## config.mk

```make
export PLATFORM = sky130hd
export DESIGN_NAME = http_url_splitter_top_flat
export DESIGN_NICKNAME = d
export VERILOG_FILES = /design/src/hdl/hus_pkg.sv /design/src/hdl/hus_ifs.sv /design/src/hdl/hus_scan.sv /design/src/hdl/hus_fmt.sv /design/src/hdl/http_url_splitter_top.sv /design/src/flat_wrapper.sv
export VERILOG_INCLUDE_DIRS = /design/src /design/src/hdl
export SDC_FILE = /design/constraint.sdc
export NUM_CORES = 1
export LEC_CHECK = 0
export BUFFER_PORTS_ARGS = -buffer_cell sky130_fd_sc_hd__buf_2
export CAP_MARGIN = 20
export CORE_ASPECT_RATIO = 0.5
export CORE_MARGIN = 10
export CORE_UTILIZATION = 61
export CTS_BUF_LIST = sky130_fd_sc_hd__clkbuf_2
export CTS_CLUSTER_DIAMETER = 80
export DETAILED_ROUTE_END_ITERATION = 12
export GPL_TIMING_DRIVEN = 1
export PLACE_DENSITY = 0.79
export SLEW_MARGIN = 5
export SYNTH_ARGS = -nofsm -noshare
export SYNTH_HDL_FRONTEND = slang
export SYNTH_SLANG_ARGS = --single-unit
export TNS_END_PERCENT = 50
```

## constraint.sdc

```tcl
create_clock -name clk -period 6.07 [get_ports clk]
set_clock_uncertainty 0.2 [all_clocks]
set_input_delay 0.9105 -clock clk [delete_from_list [all_inputs] [get_ports clk]]
set_output_delay 0.9105 -clock clk [all_outputs]
set_load 0.01 [all_outputs]
```

## src/hdl/http_url_splitter_top_macros.svh

```systemverilog
// Assertion macros shared by the URL splitter modules.
// Expects clk and rst in the scope of every use.
`ifndef HTTP_URL_SPLITTER_TOP_MACROS_SVH
`define HTTP_URL_SPLITTER_TOP_MACROS_SVH

// Antecedent implies consequent in the same cycle.
`define HUS_ASSERT_IMP(name, ante, cons, msg) \
  name: assert property (@(posedge clk) disable iff (rst) (ante) |-> (cons)) \
    else $error(msg);

// Antecedent implies consequent in the following cycle.
`define HUS_ASSERT_NXT(name, ante, cons, msg) \
  name: assert property (@(posedge clk) disable iff (rst) (ante) |=> (cons)) \
    else $error(msg);

`endif

```

## src/hdl/hus_pkg.sv

```systemverilog
// Package for the URL splitter: constants, phase and error codes, scan state types
// and the authority check shared by the scanner and the result formatter.
package hus_pkg;

  localparam int MAX_URL_BYTES_DEF = 32768;

  localparam logic [2:0] PH_SCHEME = 3'd0;
  localparam logic [2:0] PH_AUTH   = 3'd1;
  localparam logic [2:0] PH_PATH   = 3'd2;
  localparam logic [2:0] PH_DONE   = 3'd3;
  localparam logic [2:0] PH_FAIL   = 3'd4;

  localparam logic [3:0] ERR_NONE       = 4'd0;
  localparam logic [3:0] ERR_LENGTH     = 4'd1;
  localparam logic [3:0] ERR_NOT_ABS    = 4'd2;
  localparam logic [3:0] ERR_SCHEME     = 4'd3;
  localparam logic [3:0] ERR_EMPTY_AUTH = 4'd4;
  localparam logic [3:0] ERR_BAD_CHAR   = 4'd5;
  localparam logic [3:0] ERR_IPV6       = 4'd6;
  localparam logic [3:0] ERR_AUTH       = 4'd7;
  localparam logic [3:0] ERR_BRACKETS   = 4'd8;
  localparam logic [3:0] ERR_NO_HOST    = 4'd9;
  localparam logic [3:0] ERR_PORT       = 4'd10;

  localparam logic [7:0] CH_SLASH = "/";
  localparam logic [7:0] CH_QMARK = "?";
  localparam logic [7:0] CH_HASH  = "#";
  localparam logic [7:0] CH_COLON = ":";
  localparam logic [7:0] CH_AT    = "@";
  localparam logic [7:0] CH_LBRK  = "[";
  localparam logic [7:0] CH_RBRK  = "]";
  localparam logic [7:0] CH_ZERO  = "0";
  localparam logic [7:0] CH_NINE  = "9";
  localparam logic [7:0] CH_UP_A  = "A";
  localparam logic [7:0] CH_UP_Z  = "Z";
  localparam logic [7:0] CH_SPACE = 8'h20;
  localparam logic [7:0] CH_DEL   = 8'h7f;
  localparam logic [7:0] CASE_BIT = 8'h20;

  // Position of the second slash of "://" for an empty, http and https scheme.
  localparam logic [15:0] SEP_EMPTY = 16'd2;
  localparam logic [15:0] SEP_HTTP  = 16'd6;
  localparam logic [15:0] SEP_HTTPS = 16'd7;
  localparam logic [2:0]  LEN_HTTP  = 3'd4;
  localparam logic [2:0]  LEN_HTTPS = 3'd5;

  localparam logic [2:0]  PORT_DIGITS  = 3'd5;
  localparam logic [2:0]  PORT_CNT_SAT = 3'd6;
  localparam logic [16:0] PORT_MAX     = 17'd65535;

  typedef struct packed {
    logic [2:0]  phase;
    logic [3:0]  err_code;
    logic [2:0]  scheme_m;
    logic        https;
    logic [1:0]  sep;
    logic [15:0] auth_start;
    logic [15:0] host_start;
    logic [15:0] host_end;
    logic [15:0] path_start;
    logic [15:0] path_len;
    logic [16:0] port_acc;
    logic [2:0]  port_cnt;
    logic        ef_badchar;
    logic        ef_v6;
    logic        ef_auth;
    logic        ef_brk;
    logic        ef_nohost;
    logic        ef_nondigit;
    logic        bf_bracket;
    logic        bf_closed;
    logic        bf_port;
  } hus_state_t;

  typedef struct packed {
    hus_state_t  st;
    logic        len_err;
    logic [15:0] end_pos;
  } hus_snap_t;

  localparam hus_state_t ST_RESET = '0;

  function automatic logic [3:0] auth_check(hus_state_t s, logic [15:0] end_pos);
    logic [3:0] code;
    priority if (end_pos == s.auth_start) code = ERR_EMPTY_AUTH;
    else if (s.ef_badchar) code = ERR_BAD_CHAR;
    else if (s.bf_bracket && (!s.bf_closed || s.ef_v6)) code = ERR_IPV6;
    else if (s.bf_bracket && s.ef_auth) code = ERR_AUTH;
    else if (!s.bf_bracket && s.ef_brk) code = ERR_BRACKETS;
    else if (!s.bf_bracket && s.ef_nohost) code = ERR_NO_HOST;
    else if (s.bf_port && (s.port_cnt == 3'd0 || s.port_cnt > PORT_DIGITS ||
                           s.ef_nondigit || s.port_acc == 17'd0 ||
                           s.port_acc > PORT_MAX)) code = ERR_PORT;
    else code = ERR_NONE;
    return code;
  endfunction

endpackage

```

## src/hdl/hus_ifs.sv

```systemverilog
// Valid/ready channel interfaces of the URL splitter: byte requests in, results out.
// No dependencies.
interface hus_in_if;
  logic       valid;
  logic       ready;
  logic [7:0] char_byte;
  logic       no_char;
  logic       last_char;

  modport source(output valid, char_byte, no_char, last_char, input ready);
  modport sink(input valid, char_byte, no_char, last_char, output ready);
endinterface

interface hus_out_if;
  logic        valid;
  logic        ready;
  logic        url_ok;
  logic [3:0]  error_code;
  logic        is_https;
  logic [14:0] host_offset;
  logic [15:0] host_length;
  logic [15:0] port_number;
  logic        port_given;
  logic [15:0] path_offset;
  logic [15:0] path_length;
  logic        path_is_default;

  modport source(output valid, url_ok, error_code, is_https, host_offset, host_length,
                 port_number, port_given, path_offset, path_length, path_is_default,
                 input ready);
  modport sink(input valid, url_ok, error_code, is_https, host_offset, host_length,
               port_number, port_given, path_offset, path_length, path_is_default,
               output ready);
endinterface

```

## src/hdl/hus_scan.sv

```systemverilog
// Byte scanner: updates the parse state for each request and hands a snapshot
// of the final state downstream on the last byte. Uses hus_pkg, hus_ifs and the macros.
`include "http_url_splitter_top_macros.svh"

module hus_scan #(
  parameter int MAX_URL_BYTES = hus_pkg::MAX_URL_BYTES_DEF
) (
  input  logic              clk,
  input  logic              rst,
  hus_in_if.sink            url,
  output hus_pkg::hus_snap_t snap,
  output logic              snap_valid,
  input  logic              snap_ready
);
  import hus_pkg::*;

  localparam int CW = $clog2(MAX_URL_BYTES + 2);

  hus_state_t  st;
  hus_state_t  nx;
  logic [CW-1:0] pos;
  logic [CW-1:0] pos_next;
  logic [15:0] p;
  logic [7:0]  b;
  logic [7:0]  low;
  logic [2:0]  m_new;
  logic [3:0]  code;
  logic        take;
  logic        acc;
  logic        found;
  logic        term;
  logic        rel0;
  logic        len_err;

  function automatic logic [7:0] https_char(logic [2:0] i);
    logic [7:0] c;
    unique case (i)
      3'd0: c = "h";
      3'd1: c = "t";
      3'd2: c = "t";
      3'd3: c = "p";
      3'd4: c = "s";
      default: c = 8'h00;
    endcase
    return c;
  endfunction

  function automatic hus_state_t port_byte(hus_state_t s, logic [7:0] c);
    hus_state_t r;
    r = s;
    if (s.port_cnt < PORT_CNT_SAT) r.port_cnt = s.port_cnt + 3'd1;
    if (c < CH_ZERO || c > CH_NINE) begin
      r.ef_nondigit = 1'b1;
    end else if (r.port_cnt <= PORT_DIGITS) begin
      r.port_acc = (s.port_acc << 3) + (s.port_acc << 1) + 17'(c - CH_ZERO);
    end
    return r;
  endfunction

  assign url.ready = !rst && (!snap_valid || snap_ready);
  assign acc = url.valid && url.ready;
  assign b = url.char_byte;
  assign p = 16'(pos);
  assign take = !url.no_char && (pos < CW'(MAX_URL_BYTES));
  assign pos_next = (acc && !url.no_char && pos <= CW'(MAX_URL_BYTES)) ? pos + 1'b1 : pos;
  assign len_err = (pos_next == '0) || (pos_next > CW'(MAX_URL_BYTES));
  assign low = (b >= CH_UP_A && b <= CH_UP_Z) ? b + CASE_BIT : b;
  assign term = (b == CH_SLASH) || (b == CH_QMARK) || (b == CH_HASH);
  assign rel0 = (p == st.auth_start);
  assign found = (b == CH_SLASH) && st.sep[1];
  assign m_new = (st.scheme_m == p[2:0] && p < 16'd5 && low == https_char(p[2:0])) ?
                 st.scheme_m + 3'd1 : st.scheme_m;
  assign code = auth_check(st, p);

  always_comb begin
    nx = st;
    if (take) begin
      unique case (st.phase)
        PH_SCHEME: begin
          nx.scheme_m = m_new;
          nx.sep = {(b == CH_SLASH) && st.sep[0], b == CH_COLON};
          if (found) begin
            if (p == SEP_EMPTY) begin
              nx.phase = PH_FAIL;
              nx.err_code = ERR_NOT_ABS;
            end else if ((p == SEP_HTTP && m_new >= LEN_HTTP) ||
                         (p == SEP_HTTPS && m_new >= LEN_HTTPS)) begin
              if (p == SEP_HTTPS) nx.https = 1'b1;
              nx.phase = PH_AUTH;
              nx.auth_start = p + 16'd1;
              nx.host_start = p + 16'd1;
              nx.host_end = 16'd0;
            end else begin
              nx.phase = PH_FAIL;
              nx.err_code = ERR_SCHEME;
            end
          end
        end
        PH_AUTH: begin
          if (term) begin
            if (code != ERR_NONE) begin
              nx.phase = PH_FAIL;
              nx.err_code = code;
            end else begin
              if (!st.bf_bracket && !st.bf_port) nx.host_end = p;
              nx.path_start = p;
              nx.path_len = (b == CH_SLASH) ? 16'd1 : 16'd0;
              nx.phase = (b == CH_SLASH) ? PH_PATH : PH_DONE;
            end
          end else begin
            if (b <= CH_SPACE || b >= CH_DEL || b == CH_AT) nx.ef_badchar = 1'b1;
            if (rel0 && b == CH_LBRK) begin
              nx.bf_bracket = 1'b1;
              nx.host_start = p + 16'd1;
              nx.host_end = 16'd0;
            end else if (st.bf_bracket) begin
              if (!st.bf_closed) begin
                if (b == CH_RBRK) begin
                  nx.bf_closed = 1'b1;
                  nx.host_end = p;
                  if (p == st.host_start) nx.ef_v6 = 1'b1;
                end
              end else if (st.bf_port) begin
                nx = port_byte(nx, b);
              end else if ({1'b0, p} == {1'b0, st.host_end} + 17'd1) begin
                if (b == CH_COLON) nx.bf_port = 1'b1;
                else nx.ef_auth = 1'b1;
              end
            end else if (b == CH_COLON && !st.bf_port) begin
              nx.bf_port = 1'b1;
              nx.host_end = p;
              if (rel0) nx.ef_nohost = 1'b1;
            end else begin
              if (b == CH_COLON) nx.ef_brk = 1'b1;
              if (st.bf_port) nx = port_byte(nx, b);
            end
          end
        end
        PH_PATH: begin
          if (b == CH_QMARK || b == CH_HASH) nx.phase = PH_DONE;
          else nx.path_len = st.path_len + 16'd1;
        end
        default: begin
        end
      endcase
    end
  end

  always_ff @(posedge clk) begin
    if (rst) begin
      st <= ST_RESET;
      pos <= '0;
      snap_valid <= 1'b0;
    end else begin
      if (acc && url.last_char) begin
        snap_valid <= 1'b1;
      end else if (snap_ready) begin
        snap_valid <= 1'b0;
      end
      if (acc) begin
        if (url.last_char) begin
          st <= ST_RESET;
          pos <= '0;
        end else begin
          st <= nx;
          pos <= pos_next;
        end
      end
    end
  end

  always_ff @(posedge clk) begin
    if (acc && url.last_char) begin
      snap.st <= nx;
      snap.len_err <= len_err;
      snap.end_pos <= 16'(pos_next);
    end
  end

  `HUS_ASSERT_NXT(a_last_gives_snap, acc && url.last_char, snap_valid, "last byte lost")
  `HUS_ASSERT_NXT(a_last_clears, acc && url.last_char,
    pos == '0 && st.phase == PH_SCHEME, "state not cleared after last byte")
  `HUS_ASSERT_IMP(a_fail_has_code, st.phase == PH_FAIL, st.err_code != ERR_NONE,
    "failed parse without an error code")

endmodule

```

## src/hdl/hus_fmt.sv

```systemverilog
// Result formatter: closes an open authority, resolves the error code and
// registers the result fields. Uses hus_pkg, hus_ifs and the macros.
`include "http_url_splitter_top_macros.svh"

module hus_fmt (
  input  logic               clk,
  input  logic               rst,
  input  hus_pkg::hus_snap_t snap,
  input  logic               snap_valid,
  output logic               snap_ready,
  hus_out_if.source          res
);
  import hus_pkg::*;

  hus_state_t  s;
  logic [3:0]  code;
  logic [15:0] host_end_f;
  logic [15:0] path_start_f;
  logic [15:0] path_len_f;
  logic        ok;
  logic        load;
  logic        res_valid;

  logic        r_ok;
  logic [3:0]  r_code;
  logic        r_https;
  logic [14:0] r_host_off;
  logic [15:0] r_host_len;
  logic [15:0] r_port;
  logic        r_port_given;
  logic [15:0] r_path_off;
  logic [15:0] r_path_len;
  logic        r_path_def;

  assign s = snap.st;
  assign snap_ready = !res_valid || res.ready;
  assign load = snap_valid && snap_ready;

  always_comb begin
    host_end_f = s.host_end;
    path_start_f = s.path_start;
    path_len_f = s.path_len;
    if (snap.len_err) begin
      code = ERR_LENGTH;
    end else begin
      unique case (s.phase)
        PH_SCHEME: code = ERR_NOT_ABS;
        PH_AUTH: begin
          code = auth_check(s, snap.end_pos);
          if (!s.bf_bracket && !s.bf_port) host_end_f = snap.end_pos;
          path_start_f = snap.end_pos;
          path_len_f = 16'd0;
        end
        PH_FAIL: code = s.err_code;
        default: code = ERR_NONE;
      endcase
    end
  end

  assign ok = (code == ERR_NONE);

  always_ff @(posedge clk) begin
    if (rst) begin
      res_valid <= 1'b0;
    end else if (load) begin
      res_valid <= 1'b1;
    end else if (res.ready) begin
      res_valid <= 1'b0;
    end
  end

  always_ff @(posedge clk) begin
    if (load) begin
      r_ok <= ok;
      r_code <= code;
      r_https <= ok && s.https;
      r_host_off <= ok ? s.host_start[14:0] : 15'd0;
      r_host_len <= ok ? host_end_f - s.host_start : 16'd0;
      r_port <= (ok && s.bf_port) ? s.port_acc[15:0] : 16'd0;
      r_port_given <= ok && s.bf_port;
      r_path_off <= ok ? path_start_f : 16'd0;
      r_path_len <= ok ? path_len_f : 16'd0;
      r_path_def <= ok && (path_len_f == 16'd0);
    end
  end

  assign res.valid = res_valid;
  assign res.url_ok = r_ok;
  assign res.error_code = r_code;
  assign res.is_https = r_https;
  assign res.host_offset = r_host_off;
  assign res.host_length = r_host_len;
  assign res.port_number = r_port;
  assign res.port_given = r_port_given;
  assign res.path_offset = r_path_off;
  assign res.path_length = r_path_len;
  assign res.path_is_default = r_path_def;

  `HUS_ASSERT_NXT(a_snap_to_result, load, res.valid, "snapshot taken without a result")
  `HUS_ASSERT_IMP(a_ok_no_code, res.valid && res.url_ok, res.error_code == ERR_NONE, "valid URL with an error code")
  `HUS_ASSERT_IMP(a_err_zero_fields, res.valid && !res.url_ok, res.error_code != ERR_NONE && !res.port_given && res.path_length == 16'd0, "failed URL with fields set")

endmodule

```

## src/hdl/http_url_splitter_top.sv

```systemverilog
// URL splitter top level: one byte request per cycle, back to back while results
// are taken, through a state-update stage and a result register. A result passes
// the snapshot and result registers after the request that carries last_char; the
// next URL may follow directly. Result-side stalls hold the snapshot, then the byte
// requests. Synchronous reset rst clears the parse state and both valid flags and
// holds ready low. Depends on hus_pkg, hus_ifs, hus_scan and hus_fmt.
module http_url_splitter_top #(
  parameter int MAX_URL_BYTES = hus_pkg::MAX_URL_BYTES_DEF
) (
  input  logic      clk,
  input  logic      rst,
  hus_in_if.sink    url,
  hus_out_if.source res
);
  import hus_pkg::*;

  hus_snap_t snap;
  logic      snap_valid;
  logic      snap_ready;

  hus_scan #(
    .MAX_URL_BYTES(MAX_URL_BYTES)
  ) u_scan (
    .clk(clk),
    .rst(rst),
    .url(url),
    .snap(snap),
    .snap_valid(snap_valid),
    .snap_ready(snap_ready)
  );

  hus_fmt u_fmt (
    .clk(clk),
    .rst(rst),
    .snap(snap),
    .snap_valid(snap_valid),
    .snap_ready(snap_ready),
    .res(res)
  );

endmodule
```

## src/flat_wrapper.sv

```systemverilog
// flat-port wrapper written by rule: the top's interface ports become plain ports
module http_url_splitter_top_flat import hus_pkg::*;
#(
  parameter int MAX_URL_BYTES = hus_pkg::MAX_URL_BYTES_DEF
)
  (clk, rst, url_valid, url_char_byte, url_no_char, url_last_char, url_ready, res_valid, res_url_ok, res_error_code, res_is_https, res_host_offset, res_host_length, res_port_number, res_port_given, res_path_offset, res_path_length, res_path_is_default, res_ready);
  hus_in_if url_i ();
  hus_out_if res_i ();
  input  logic clk;
  input  logic rst;
  input wire logic [$bits(url_i.valid)-1:0] url_valid;
  input wire logic [$bits(url_i.char_byte)-1:0] url_char_byte;
  input wire logic [$bits(url_i.no_char)-1:0] url_no_char;
  input wire logic [$bits(url_i.last_char)-1:0] url_last_char;
  output wire logic [$bits(url_i.ready)-1:0] url_ready;
  output wire logic [$bits(res_i.valid)-1:0] res_valid;
  output wire logic [$bits(res_i.url_ok)-1:0] res_url_ok;
  output wire logic [$bits(res_i.error_code)-1:0] res_error_code;
  output wire logic [$bits(res_i.is_https)-1:0] res_is_https;
  output wire logic [$bits(res_i.host_offset)-1:0] res_host_offset;
  output wire logic [$bits(res_i.host_length)-1:0] res_host_length;
  output wire logic [$bits(res_i.port_number)-1:0] res_port_number;
  output wire logic [$bits(res_i.port_given)-1:0] res_port_given;
  output wire logic [$bits(res_i.path_offset)-1:0] res_path_offset;
  output wire logic [$bits(res_i.path_length)-1:0] res_path_length;
  output wire logic [$bits(res_i.path_is_default)-1:0] res_path_is_default;
  input wire logic [$bits(res_i.ready)-1:0] res_ready;
  assign url_i.valid = url_valid;
  assign url_i.char_byte = url_char_byte;
  assign url_i.no_char = url_no_char;
  assign url_i.last_char = url_last_char;
  assign url_ready = url_i.ready;
  assign res_valid = res_i.valid;
  assign res_url_ok = res_i.url_ok;
  assign res_error_code = res_i.error_code;
  assign res_is_https = res_i.is_https;
  assign res_host_offset = res_i.host_offset;
  assign res_host_length = res_i.host_length;
  assign res_port_number = res_i.port_number;
  assign res_port_given = res_i.port_given;
  assign res_path_offset = res_i.path_offset;
  assign res_path_length = res_i.path_length;
  assign res_path_is_default = res_i.path_is_default;
  assign res_i.ready = res_ready;
  http_url_splitter_top #(.MAX_URL_BYTES(MAX_URL_BYTES)) u_core (.clk(clk), .rst(rst), .url(url_i), .res(res_i));
endmodule
```

Word level (Yosys, flattened, before mapping). Cells that the tools add are included.

Register bits after elaboration: 361.

Add/subtract/negate cells: 10. Order comparisons: 19. Equal/unequal tests: 25. Mux-type cells: 116. Reductions and logical operators: 78.

Operators with widths (count): 122-bit two-way mux (2); 16-bit two-way mux (15); 48-bit two-way mux (5); 58-bit case mux with 2 select lines (1); 29-bit two-way mux (3); 77-bit two-way mux (1); 17-bit two-way mux (4); 4-bit two-way mux (17); 3-bit two-way mux (20); 58-bit two-way mux (1); 16-bit == test (3); 38-bit two-way mux (1); 17-bit adder (2); 17-bit by 16-bit greater-than comparator with 1-bit output (second input constant) (2); 17-bit logical NOT (2); 16-bit by 1-bit adder with 16-bit output (second input constant) (2); 16-bit by 3-bit == test with 1-bit output (second input constant) (2); 8-bit by 6-bit == test with 1-bit output (second input constant) (4); 16-bit logical NOT (2); 1-bit two-way mux (32); 32-bit two-way mux (1); 16-bit case mux with 2 select lines (1); 1-bit logical AND (31); 7-bit case mux with 4 select lines (1); other kinds (44) (93).

Logic depth before layout (Yosys ltp). Gate-level depths: netlist of run 1.

Depth after elaboration: 20. Gate-level depth with buffers: 19. Depth with buffers taken out: 17.

Hierarchy. A second synthesis of run 1 with hierarchy kept.

Cells, all modules: 1825. Area total of the unflattened synthesis: 19074.5 um2.

By module, submodules not included: hus_scan (times used 1, cells each 1408, area each 14296.2 um2, seq. area each 6956.7 um2); hus_fmt (times used 1, cells each 417, area each 4778.3 um2, seq. area each 2632.5 um2).

Worst setup path before layout of run 1. OpenSTA, ideal clock, no wires.

Path kind: input port to flip-flop. Start: input port rst. End: register u_core.u_scan.st[35] in the netlist's numbering. Library setup time: 138 ps. Arrival: 5350 ps. Data required time: 5732 ps. Slack: 383 ps. Cell stages on the path: 6. Path buffers: 2. Path through: clkbuf_1 > a21oi_1 > and3_1 > or2_2 > clkbuf_1 > a311oi_1.

Word-level cells in the longest chain between the ends: 3.

RTL lines: from (decl) (line flat_wrapper.sv:10) `input logic rst;`; 1-bit logical NOT (line hus_scan.sv:60) `assign url.ready = !rst && (!snap_valid || snap_ready);`; 1-bit logical AND (line hus_scan.sv:60); named net url_ready (line flat_wrapper.sv:15) `output wire logic [$bits(url_i.ready)-1:0] url_ready;`; 1-bit logical AND (line hus_scan.sv:61) `assign acc = url.valid && url.ready;`; to (signal assigned) (line hus_scan.sv:165) `st <= nx;`; to (decl) (line hus_scan.sv:19) `hus_state_t st;`.

The timed path passes the listed nets, and every way through them passes these cells. A chain may end at the register's enable or synchronous reset.

Worst setup path in the final report of run 1.
Start: register u_core.u_scan.snap[138] (netlist name). End: register u_core.u_fmt.r_host_len[14], in the netlist u_core.u_fmt.res.host_length[14], data pin.

Word-level cells in the longest chain between the ends: 4. Elaborated cells between the ends (all ways): 9. Classes of those cells: add/sub: 1; eq/ne: 2; mux: 4; reduce/logical: 2.

RTL lines: 3-bit by 1-bit == test with 1-bit output (tied with other cells) (line hus_fmt.sv:46) `unique case (s.phase)`; 16-bit two-way mux or 4-bit case mux with 3 select lines (tied branches) (line hus_fmt.sv:46); 16-bit two-way mux or 4-bit two-way mux (tied branches) (line hus_fmt.sv:43) `if (snap.len_err) begin`; 16-bit subtractor or 4-bit logical NOT (tied branches) (line hus_fmt.sv:78, hus_fmt.sv:60); to (signal assigned) (line hus_fmt.sv:78) `r_host_len <= ok ? host_end_f - s.host_start : 16'd0;`; to (decl) (line hus_fmt.sv:28) `logic [15:0] r_host_len;`.

Parallel ways exist; a longest one is shown, timed or not.

==> flow_metrics.env, run 1 <==
export IMPL_status="completed"
export IMPL_cts_buffers=80
export IMPL_gp_congestion=0.950
export IMPL_ioPinCount=103
export IMPL_placementRows=45
export IMPL_drtAntennaViolNets=0
export IMPL_grt_pass1_wl_um=77400
export IMPL_antenna_found_initial=5
export IMPL_start_util=0.616
export IMPL_wl_met1_um=21600
export IMPL_worst_ep_required_time_ns=6.64
export IMPL_wl_met3_um=4800
export IMPL_cts_sinks=361
export IMPL_worst_pin_slew_ns=1.07
export IMPL_cts_resized=0
export IMPL_hold_violations=0
export IMPL_seq_area_mm2=0.00944
export IMPL_cts_tree="built"
export IMPL_period_share=0.784
export IMPL_drv_slew=0
export IMPL_min_from="res_ready"
export IMPL_tns_ns=0
export IMPL_drive_gt1_frac=0.181
export IMPL_p_leak_nw=7.94
export IMPL_syn_to_final_growth_pct=9.40
export IMPL_synth_sequential_area_ratio=0.508
export IMPL_drt_initial_drc_count=1564
export IMPL_synthesis_instances=1772
export IMPL_cts_max_level=3
export IMPL_clk_path_buf_depth=3
export IMPL_ys_ff_latch=361
export IMPL_startpoint="u_core.u_scan.snap[138]"
export IMPL_ir_worst_vdd_v=0.000109
export IMPL_setup_viol=0
export IMPL_end_kind="register"
export IMPL_grt_pass1_vias=13800
export IMPL_final_util=0.674
export IMPL_grt_usage=0.258
export IMPL_path_clk_slew_ns=0.11
export IMPL_place_ws_ns=1.23
export IMPL_yosysUniqueCellTypes=85
export IMPL_cap_violations=0
export IMPL_ctsHoldBuffers=0
export IMPL_yosys_warnings=0
export IMPL_synthFlopType="edfxtp_1"
export IMPL_synth_nets=1850
export IMPL_grt_max_degree=72
export IMPL_p_per_area_mw_per_mm2=225
export IMPL_core_area_mm2=0.0302
export IMPL_startpoint_type="register"
export IMPL_hold_path_class="in2reg"
export IMPL_die_y_um=143
export IMPL_die_area_mm2=0.0383
export IMPL_r2r_start="u_core.u_scan.snap[138]"
export IMPL_grt_overflow=0
export IMPL_top_layer="met5"
export IMPL_dp_hpwl_um=34800
export IMPL_syn_cell_area_mm2=0.0186
export IMPL_cp_max_fo=16
export IMPL_portBuffers=102
export IMPL_routed_wl_met2_um=22300
export IMPL_route_detailed_wl_per_inst_um=21.1
export IMPL_slew_headroom=0.283
export IMPL_wirelength_um=49900
export IMPL_viasPerCell=6.21
export IMPL_yosys_area_top_type="edfxtp_1"
export IMPL_post_cts_setup_buffer_count=0
export IMPL_netlist_top_cells_area="edfxtp_1 36%, dfxtp_1 15%, xnor2_1 4.1%"
export IMPL_syn_area_per_cell_um2=10.5
export IMPL_vias=14700
export IMPL_hold_path_depth=4
export IMPL_multi_input_area_mm2=0.00856
export IMPL_insertion_delay_ns=1.01
export IMPL_fin_crit_ns=4.76
export IMPL_synth_async_reset_ratio=0
export IMPL_cts_root_buf="clkbuf_2"
export IMPL_drc=0
export IMPL_fin_ws_ns=1.31
export IMPL_crit_type="reg2reg"
export IMPL_fillers=2337
export IMPL_layout_nets=1970
export IMPL_cp_arrival_ns=5.33
export IMPL_drtPass1Iterations=6
export IMPL_synth_edff_count=221
export IMPL_synth_top_area_frac=0.357
export IMPL_rsz0062_at_grt="no"
export IMPL_die_w_um=267
export IMPL_r2r_cells=16
export IMPL_timing_fmax_mhz=210
flip-flops by register name, summed over array words and instances (netlist names):
| name | flops |
|---|---|
| u_core.u_scan.snap | 134 |
| u_core.u_fmt.res.path_is_default | 1 |
| u_core.u_fmt.res.path_offset | 16 |
| u_core.u_scan.st | 122 |
| u_core.u_fmt.res.path_length | 16 |
| u_core.u_fmt.res.host_length | 16 |
| u_core.u_fmt.res.error_code | 4 |
| u_core.u_fmt.res.valid | 1 |
| u_core.u_fmt.res.port_given | 1 |
| u_core.u_fmt.res.is_https | 1 |
| u_core.u_fmt.res.host_offset | 15 |
| u_core.u_scan.snap_valid | 1 |
| u_core.u_fmt.res.url_ok | 1 |
| u_core.u_scan.p | 16 |
| u_core.u_fmt.res.port_number | 16 |
power breakdown:
group          switching (W)  total [W]  internal (W)
combinational       0.000178   0.000263     0.0000844
clock               0.000973    0.00167      0.000696
sequential         0.0000223    0.00265       0.00263
total                0.00117    0.00458       0.00341
worst max-delay path, cell delays in order, from the launching register on:
cell and delay, ns:
edfxtp_1 0.47, nand2b_1 0.22, nand2b_1 0.17, or3_1 0.68, mux2i_1 0.31, ha_1 0.20, inv_1 0.06, fa_1 0.42
a21o_1 0.17, a21oi_1 0.23, o21bai_1 0.09, a21oi_1 0.22, o21bai_1 0.11, a41oi_1 0.30, a2111oi_0 0.19, o21a_1 0.21
o311a_1 0.28
logic make-up after synthesis:
group                      share of synthesized area
DFF                                            0.508
adders and majority gates                     0.0492
and+or+nand+nor                                0.158
buffers and inverters                         0.0334
AOI/OAI and AO/OA                              0.158
xor gates and xnor gates                      0.0640
muxes                                         0.0290
layout make-up:
| class | count | area share |
|---|---|---|
| sequential | 361 | 0.464 |
| multi-input combinational | 1253 | 0.421 |
| timing repair buffer | 141 | 0.0395 |
| clock buffer | 131 | 0.0323 |
| tap | 399 | 0.0246 |
| inverter | 55 | 0.0102 |
| clock inverter | 17 | 0.00775 |
| antenna | 3 | 0.000369 |
synthesized netlist by cell type (5+ instances only):
cell type / number
fa_1: 15
a22o_1: 47
buf_1: 13
o21ai_0: 70
o211ai_1: 5
a22oi_1: 54
and2_1: 28
and4_1: 6
nand2b_1: 12
o22ai_1: 6
nor4_1: 29
nand3b_1: 7
a21oi_1: 86
or3_1: 11
inv_1: 55
nor3_1: 41
xor2_1: 48
o211a_1: 8
o2bb2ai_1: 9
nor2b_1: 26
and3_1: 55
nand3_1: 34
dfxtp_1: 140
clkbuf_1: 77
xnor2_1: 86
buf_2: 10
o31ai_1: 8
nor2_1: 144
nand4_1: 19
a32o_1: 5
a21o_1: 16
o21a_1: 5
ha_1: 49
nand2_1: 151
nand4b_1: 5
edfxtp_1: 221
a211oi_1: 9
mux2i_1: 10
or2_2: 6
mux2_2: 39
a31oi_1: 19
nor3b_1: 5
routing by layer:
layer,track usage,up-vias
li1,-,6814
met4,0.0871,4
met5,0,-
met2,0.406,705
met3,0.0588,86
met1,0.349,7046
metrics by stage:
stage / hold WS [ns] / area [µm²] / instances / power (W)
global route: 0.0186 / 20300 / 2359 / 0.00477
global placement: 0.219 / 19500 / 2208 / 0.00296
floorplan: 0.207 / 18600 / 1772 / 0.00288
finish: 0.0750 / 20300 / 2360 / 0.00458
detailed placement: 0.222 / 19500 / 2208 / 0.00296
CTS: 0.00641 / 20300 / 2356 / 0.00461
final timing paths:
kind | end | slack, ns
worst max register to register | u_core.u_fmt.res.host_length[14] | 1.31
worst max-delay path | u_core.u_fmt.res.host_length[14] | 1.31
worst min register to register | u_core.u_scan.st[60] | 0.25
worst min-delay path | u_core.u_fmt.res.valid | 0.08
placed cells by master (no fill, tap or decap), types with 49 or more instances in the layout:
cell,netlist,final
and3_1,55,54
nor2_1,144,143
inv_1,55,55
ha_1,49,49
a22oi_1,54,54
dfxtp_1,140,140
a21oi_1,86,86
o21ai_0,70,70
buf_2,10,102
nand2_1,151,150
edfxtp_1,221,221
xnor2_1,86,86
clkbuf_2,0,131
Note: power is estimated with default switching activity, not from simulation.
==> run 2: changes to the inputs <==
Clock period 6.07 ns to 4.9 ns, I/O delays scaled along.
==> run 2 against run 1 <==
Effect of this change:
- clock power grew 20%
- routed wire length shrank 1.9%
- critical path type unchanged
- first-iteration DRC count grew 6.9%
- critical endpoint unchanged
- cell count grew 0.34%
- power grew 23%
- die area is the same
- via count grew 0.40%
- sequential share of layout area shrank 0.15 points
- utilization grew 0.21 points
- sequential power grew 24%
- global-route usage shrank 0.28 points
- largest power group unchanged
- register-to-register slack lost 0.83 ns
==> flow_metrics.env, run 2 (same netlist as run 1, synthesis figures left out) <==
export IMPL_pwr_share_clk=0.358
export IMPL_ctsHoldBuffers=3
export IMPL_final_cell_mix="221 x edfxtp_1, 150 x nand2_1, 143 x nor2_1"
export IMPL_p_per_area_mw_per_mm2=276
export IMPL_mostFrequentLayoutCell="edfxtp_1"
export IMPL_drc=0
export IMPL_intPower_w=0.00417
export IMPL_worst_pin_slew_ns=1.06
export IMPL_netSwitchingPower_w=0.00146
export IMPL_insertion_delay_ns=1.01
export IMPL_seqPwrFrac=0.584
export IMPL_drv_slew=0
export IMPL_period_share=0.902
export IMPL_clk_path_buf_depth=3
export IMPL_crit_type="reg2reg"
export IMPL_dp_cells=2215
export IMPL_total_power_w=0.00562
export IMPL_setup_viol=0
export IMPL_portBuffers=102
export IMPL_die_w_um=267
export IMPL_antenna_found_initial=7
export IMPL_placementRows=45
export IMPL_p_leak_nw=7.97
export IMPL_end_kind="register"
export IMPL_cts_max_level=3
export IMPL_cts_root_buf="clkbuf_2"
export IMPL_post_cts_setup_buffer_count=0
export IMPL_drive_gt1_frac=0.182
export IMPL_drtAntennaViolNets=0
export IMPL_multi_input_area_mm2=0.00856
export IMPL_drt_initial_drc_count=1672
export IMPL_final_cells=2368
export IMPL_seq_area_mm2=0.00944
export IMPL_hold_violations=0
export IMPL_wirelength_um=49000
export IMPL_busiest_layer="met2"
export IMPL_cts_sinks=361
export IMPL_cap_violations=0
export IMPL_comb_power_share=0.059
export IMPL_largest_reg_flops=134
export IMPL_grt_max_degree=137
export IMPL_die_area_mm2=0.0383
export IMPL_drtPass1Iterations=6
export IMPL_ioPinCount=103
export IMPL_route_detailed_wl_per_inst_um=20.7
export IMPL_gr_usage_met1=0.343
export IMPL_cp_arrival_ns=4.98
export IMPL_timing_fmax_mhz=226
export IMPL_biggestRegsByFlops="u_core.u_scan.snap (134), u_core.u_scan.st (122)"
export IMPL_ir_worst_vdd_v=0.000177
export IMPL_largest_register="u_core.u_scan.snap"
export IMPL_grt_pass1_wl_um=77100
export IMPL_cts_tree="built"
export IMPL_layout_nets=1979
export IMPL_dp_hpwl_um=34300
export IMPL_status="completed"
export IMPL_slew_headroom=0.290
export IMPL_core_area_mm2=0.0302
export IMPL_die_y_um=143
export IMPL_grt_pass1_vias=13900
export IMPL_vias=14700
export IMPL_grt_overflow=0
export IMPL_cp_max_fo=14
export IMPL_hold_path_class="in2reg"
export IMPL_gp_congestion=0.961
export IMPL_grt_met2_usage=0.394
export IMPL_netSwitchingFraction=0.259
export IMPL_cts_resized=0
export IMPL_worst_ep_required_time_ns=5.46
export IMPL_path_clk_slew_ns=0.12
export IMPL_fin_crit_ns=4.42
export IMPL_viasPerCell=6.21
export IMPL_start_util=0.616
export IMPL_use_met3=0.0691
export IMPL_cts_buffers=80
export IMPL_rsz0062_at_grt="no"
export IMPL_startpoint_type="register"
export IMPL_syn_to_final_growth_pct=9.74
export IMPL_fillers=2350
export IMPL_grt_usage=0.256
==> run 2: cell types whose count changed in the layout (fill, tap and decap cells not counted), sizes merged <==
cell         change
clkbuf           +1
dlygate4sd3      +3
inv              -2
bufinv           -1
buf              +6
clkinvlp         +1
==> run 2: stage by stage <==
stage               TNS (ns)  hold slack (ns)  instance area, µm²  setup slack (ns)  utilization
global route               0           0.0405               20400             0.125        0.676
global placement           0            0.217               19600             0.546        0.649
finish                     0            0.111               20400             0.481        0.676
CTS                        0          0.00304               20400             0.506        0.675
detailed placement         0            0.238               19600             0.431        0.649
floorplan            -0.0843            0.207               18600           -0.0649            -
==> run 2: power by group through the flow <==
| stage | Clock [W] | Combinational, W | Sequential (W) |
|---|---|---|---|
| after floorplan | 0 | 0.000221 | 0.00335 |
| after global placement | 0 | 0.000316 | 0.00335 |
| after detailed placement | 0 | 0.000322 | 0.00335 |
| after CTS | 0.00205 | 0.000326 | 0.00328 |
| after global routing | 0.00220 | 0.000362 | 0.00329 |
| final | 0.00201 | 0.000330 | 0.00328 |
==> run 2: layer usage <==
layer | wire [µm] | part of all wire | vias up
li1 | - | - | 6841
met1 | 21100 | 0.43 | 7014
met2 | 21400 | 0.44 | 733
met3 | 4890 | 0.10 | 118
met4 | 1500 | 0.031 | 8
met5 | 58 | 0.0012 | -
==> run 2: worst max-delay path, stage by stage (launching register included) <==
cell       delay (ns)
edfxtp_1         0.48
nand2b_1         0.22
nand2b_1         0.16
or3_1            0.47
buf_4            0.27
mux2_2           0.29
ha_1             0.34
a21o_1           0.19
a21oi_1          0.21
o21bai_1         0.09
a21oi_1          0.23
o21bai_1         0.11
a41oi_1          0.30
a2111oi_0        0.19
o21a_1           0.22
o311a_1          0.28
==> run 2: final timing paths <==
path / cells after the start / slack [ns] / startpoint / end
max: 15 / 0.48 / u_core.u_scan.snap[138] / u_core.u_fmt.res.host_length[14]
min: 4 / 0.11 / url_no_char / u_core.u_scan.snap[12]
max reg2reg: 15 / 0.48 / u_core.u_scan.snap[138] / u_core.u_fmt.res.host_length[14]
min reg2reg: 2 / 0.25 / u_core.u_scan.st[109] / u_core.u_scan.st[110]
==> run 2: layout make-up <==
class / instances / share of cell area
antenna: 3 / 0.000368
clock buffer: 132 / 0.0324
clock inverter: 15 / 0.00571
inverter: 55 / 0.0101
multi-input combinational: 1253 / 0.420
sequential: 361 / 0.463
tap: 399 / 0.0245
timing repair buffer: 150 / 0.0443
==> run 3: changes to the inputs <==
Settings changed: CELL_PAD_IN_SITES_DETAIL_PLACEMENT from default to 2, CELL_PAD_IN_SITES_GLOBAL_PLACEMENT from default to 2, CORE_UTILIZATION 61 to 42, PLACE_DENSITY 0.79 to 0.81.
==> run 3 against run 2 <==
Effect of this change:
- non-clock buffer count increased by 10
- largest cell class unchanged
- highest routed layer unchanged
- sequential cell count is the same
- critical endpoint is now u_core.u_scan.snap[16]
- global-route usage decreased by 0.45 points
- clock power rose by 12%
- critical path type unchanged
==> flow_metrics.env, run 3 (same netlist as run 1, synthesis figures left out) <==
export IMPL_holdWs_ns=0.155
export IMPL_worst_pin_slew_ns=1.02
export IMPL_placementRows=54
export IMPL_cap_violations=0
export IMPL_antenna_found_initial=7
export IMPL_fillers=4549
export IMPL_final_area_mm2=0.0208
export IMPL_crit_type="reg2reg"
export IMPL_gr_usage_met1=0.313
export IMPL_grt_pass1_vias=17000
export IMPL_p_leak_nw=8.07
export IMPL_cts_max_level=3
export IMPL_path_clk_slew_ns=0.14
export IMPL_drtPass1Iterations=5
export IMPL_startpoint_type="register"
export IMPL_dp_hpwl_um=48200
export IMPL_grt_pass1_wl_um=107000
export IMPL_syn_to_final_growth_pct=12.0
export IMPL_final_cell_mix="221 x edfxtp_1, 150 x nand2_1, 143 x nor2_1"
export IMPL_vias=15400
export IMPL_core_area_mm2=0.0436
export IMPL_cts_tree="built"
export IMPL_mostFrequentLayoutCell="edfxtp_1"
export IMPL_gp_congestion=0.902
export IMPL_die_w_um=317
export IMPL_setup_viol=0
export IMPL_grt_max_degree=66
export IMPL_slew_headroom=0.317
export IMPL_cp_top_family="simple AND/OR/NAND/NOR gates"
export IMPL_largest_register="u_core.u_scan.snap"
export IMPL_viasPerCell=5.97
export IMPL_critPathSlowestCell="nor3_1"
export IMPL_busiest_layer="met2"
export IMPL_final_util=0.477
export IMPL_p_per_area_mw_per_mm2=284
export IMPL_drv_slew=0
export IMPL_layout_nets=1995
export IMPL_ioPinCount=103
export IMPL_fin_crit_ns=4.62
export IMPL_clk_path_buf_depth=3
export IMPL_period_share=0.942
export IMPL_cts_buffers=86
export IMPL_insertion_delay_ns=1.08
export IMPL_cp_common_cell="and3_1"
export IMPL_timing_fmax_mhz=217
export IMPL_cp_arrival_ns=5.26
export IMPL_path_buf_inv=1
export IMPL_worst_ep_required_time_ns=5.54
export IMPL_total_power_w=0.00590
export IMPL_hold_violations=0
export IMPL_wirelength_um=69200
export IMPL_die_area_mm2=0.0536
export IMPL_slowest_delay_ns=0.64
export IMPL_hold_path_class="in2reg"
export IMPL_start_util=0.426
export IMPL_drive_gt1_frac=0.190
export IMPL_grt_met2_usage=0.432
export IMPL_drtAntennaViolNets=0
export IMPL_grt_usage=0.251
export IMPL_tns_ns=0
export IMPL_cts_sinks=361
export IMPL_multi_input_area_mm2=0.00858
export IMPL_status="completed"
export IMPL_route_detailed_wl_per_inst_um=26.8
export IMPL_drc=0
export IMPL_portBuffers=102
export IMPL_use_met3=0.0487
export IMPL_largest_reg_flops=134
export IMPL_drt_initial_drc_count=1269
export IMPL_rsz0062_at_grt="no"
export IMPL_die_y_um=169
export IMPL_cts_root_buf="clkbuf_2"
export IMPL_ir_worst_vdd_v=0.000122
export IMPL_cp_max_fo=9
export IMPL_end_kind="register"
export IMPL_placed_cell_area_mm2=0.0199
export IMPL_worstPathCellList="buf_4 > nand3_1 > nor3_1 > and3_1 > and3_1 > and3_1 > and2_1 > xor2_1 > nor4_1 > nand4_1 > xnor2_1"
export IMPL_grt_overflow=0
export IMPL_seq_area_mm2=0.00944
export IMPL_biggestRegsByFlops="u_core.u_scan.snap (134), u_core.u_scan.st (122)"
run 3: cell count changes in the layout (fill, tap and decap cells not counted), sizes merged:
cell and delta:
clkinvlp -1, clkbuf +6, buf +10, diode +2
clkinv +10
run 3: layout make-up:
| cell class | instances | area share |
|---|---|---|
| Clock buffer | 138 | 0.0332 |
| Timing Repair Buffer | 160 | 0.0470 |
| Multi-Input combinational cell | 1253 | 0.412 |
| Clock inverter | 24 | 0.00776 |
| Antenna cell | 5 | 0.000601 |
| Tap cell | 588 | 0.0354 |
| Sequential cell | 361 | 0.454 |
| Inverter | 55 | 0.00992 |
run 3: worst paths after layout:
path | from | end | slack (ns) | cells after the start
worst max-delay path | u_core.u_scan.p[1] | u_core.u_scan.snap[16] | 0.28 | 11
worst min-delay path | url_no_char | u_core.u_scan.p[0] | 0.16 | 5
worst max register to register | u_core.u_scan.p[1] | u_core.u_scan.snap[16] | 0.28 | 11
worst min register to register | u_core.u_scan.st[60] | u_core.u_scan.st[60] | 0.27 | 2
run 3: power breakdown:
group	leakage [nW]	total [W]	switching [W]	internal, W
registers	3.04	0.00328	0.0000298	0.00325
logic	4.39	0.000369	0.000256	0.000113
clock network	0.643	0.00225	0.00140	0.000854
total	8.07	0.00590	0.00168	0.00422
run 3: per-stage QoR:
step,std cells,worst slack (ns)
floorplan,1772,-0.0649
global placement,2414,0.327
detailed placement,2414,0.0780
CTS,2579,0.112
global route,2582,0.0887
finish,2584,0.282
run 3: timing repair:
action / CTS / global route
buffers inserted: 0 / 0
hold endpoints to repair: 8 / 0
gates resized for setup: 0 / 4
endpoints found under the setup margin: 0 / 1
hold buffers: 3 / 0
run 3: worst min-delay path: cells and delay by family:
family | cells | cell delay (ns)
compound gates | 2 | 0.23
buf+inv | 2 | 0.35
simple gates | 1 | 0.06
run 3: routing by layer:
| layer | up-vias | routed length, µm |
|---|---|---|
| met3 | 143 | 3600 |
| li1 | 6874 | - |
| met4 | 6 | 2040 |
| met2 | 456 | 33500 |
| met1 | 7949 | 29900 |
| met5 | - | 40 |
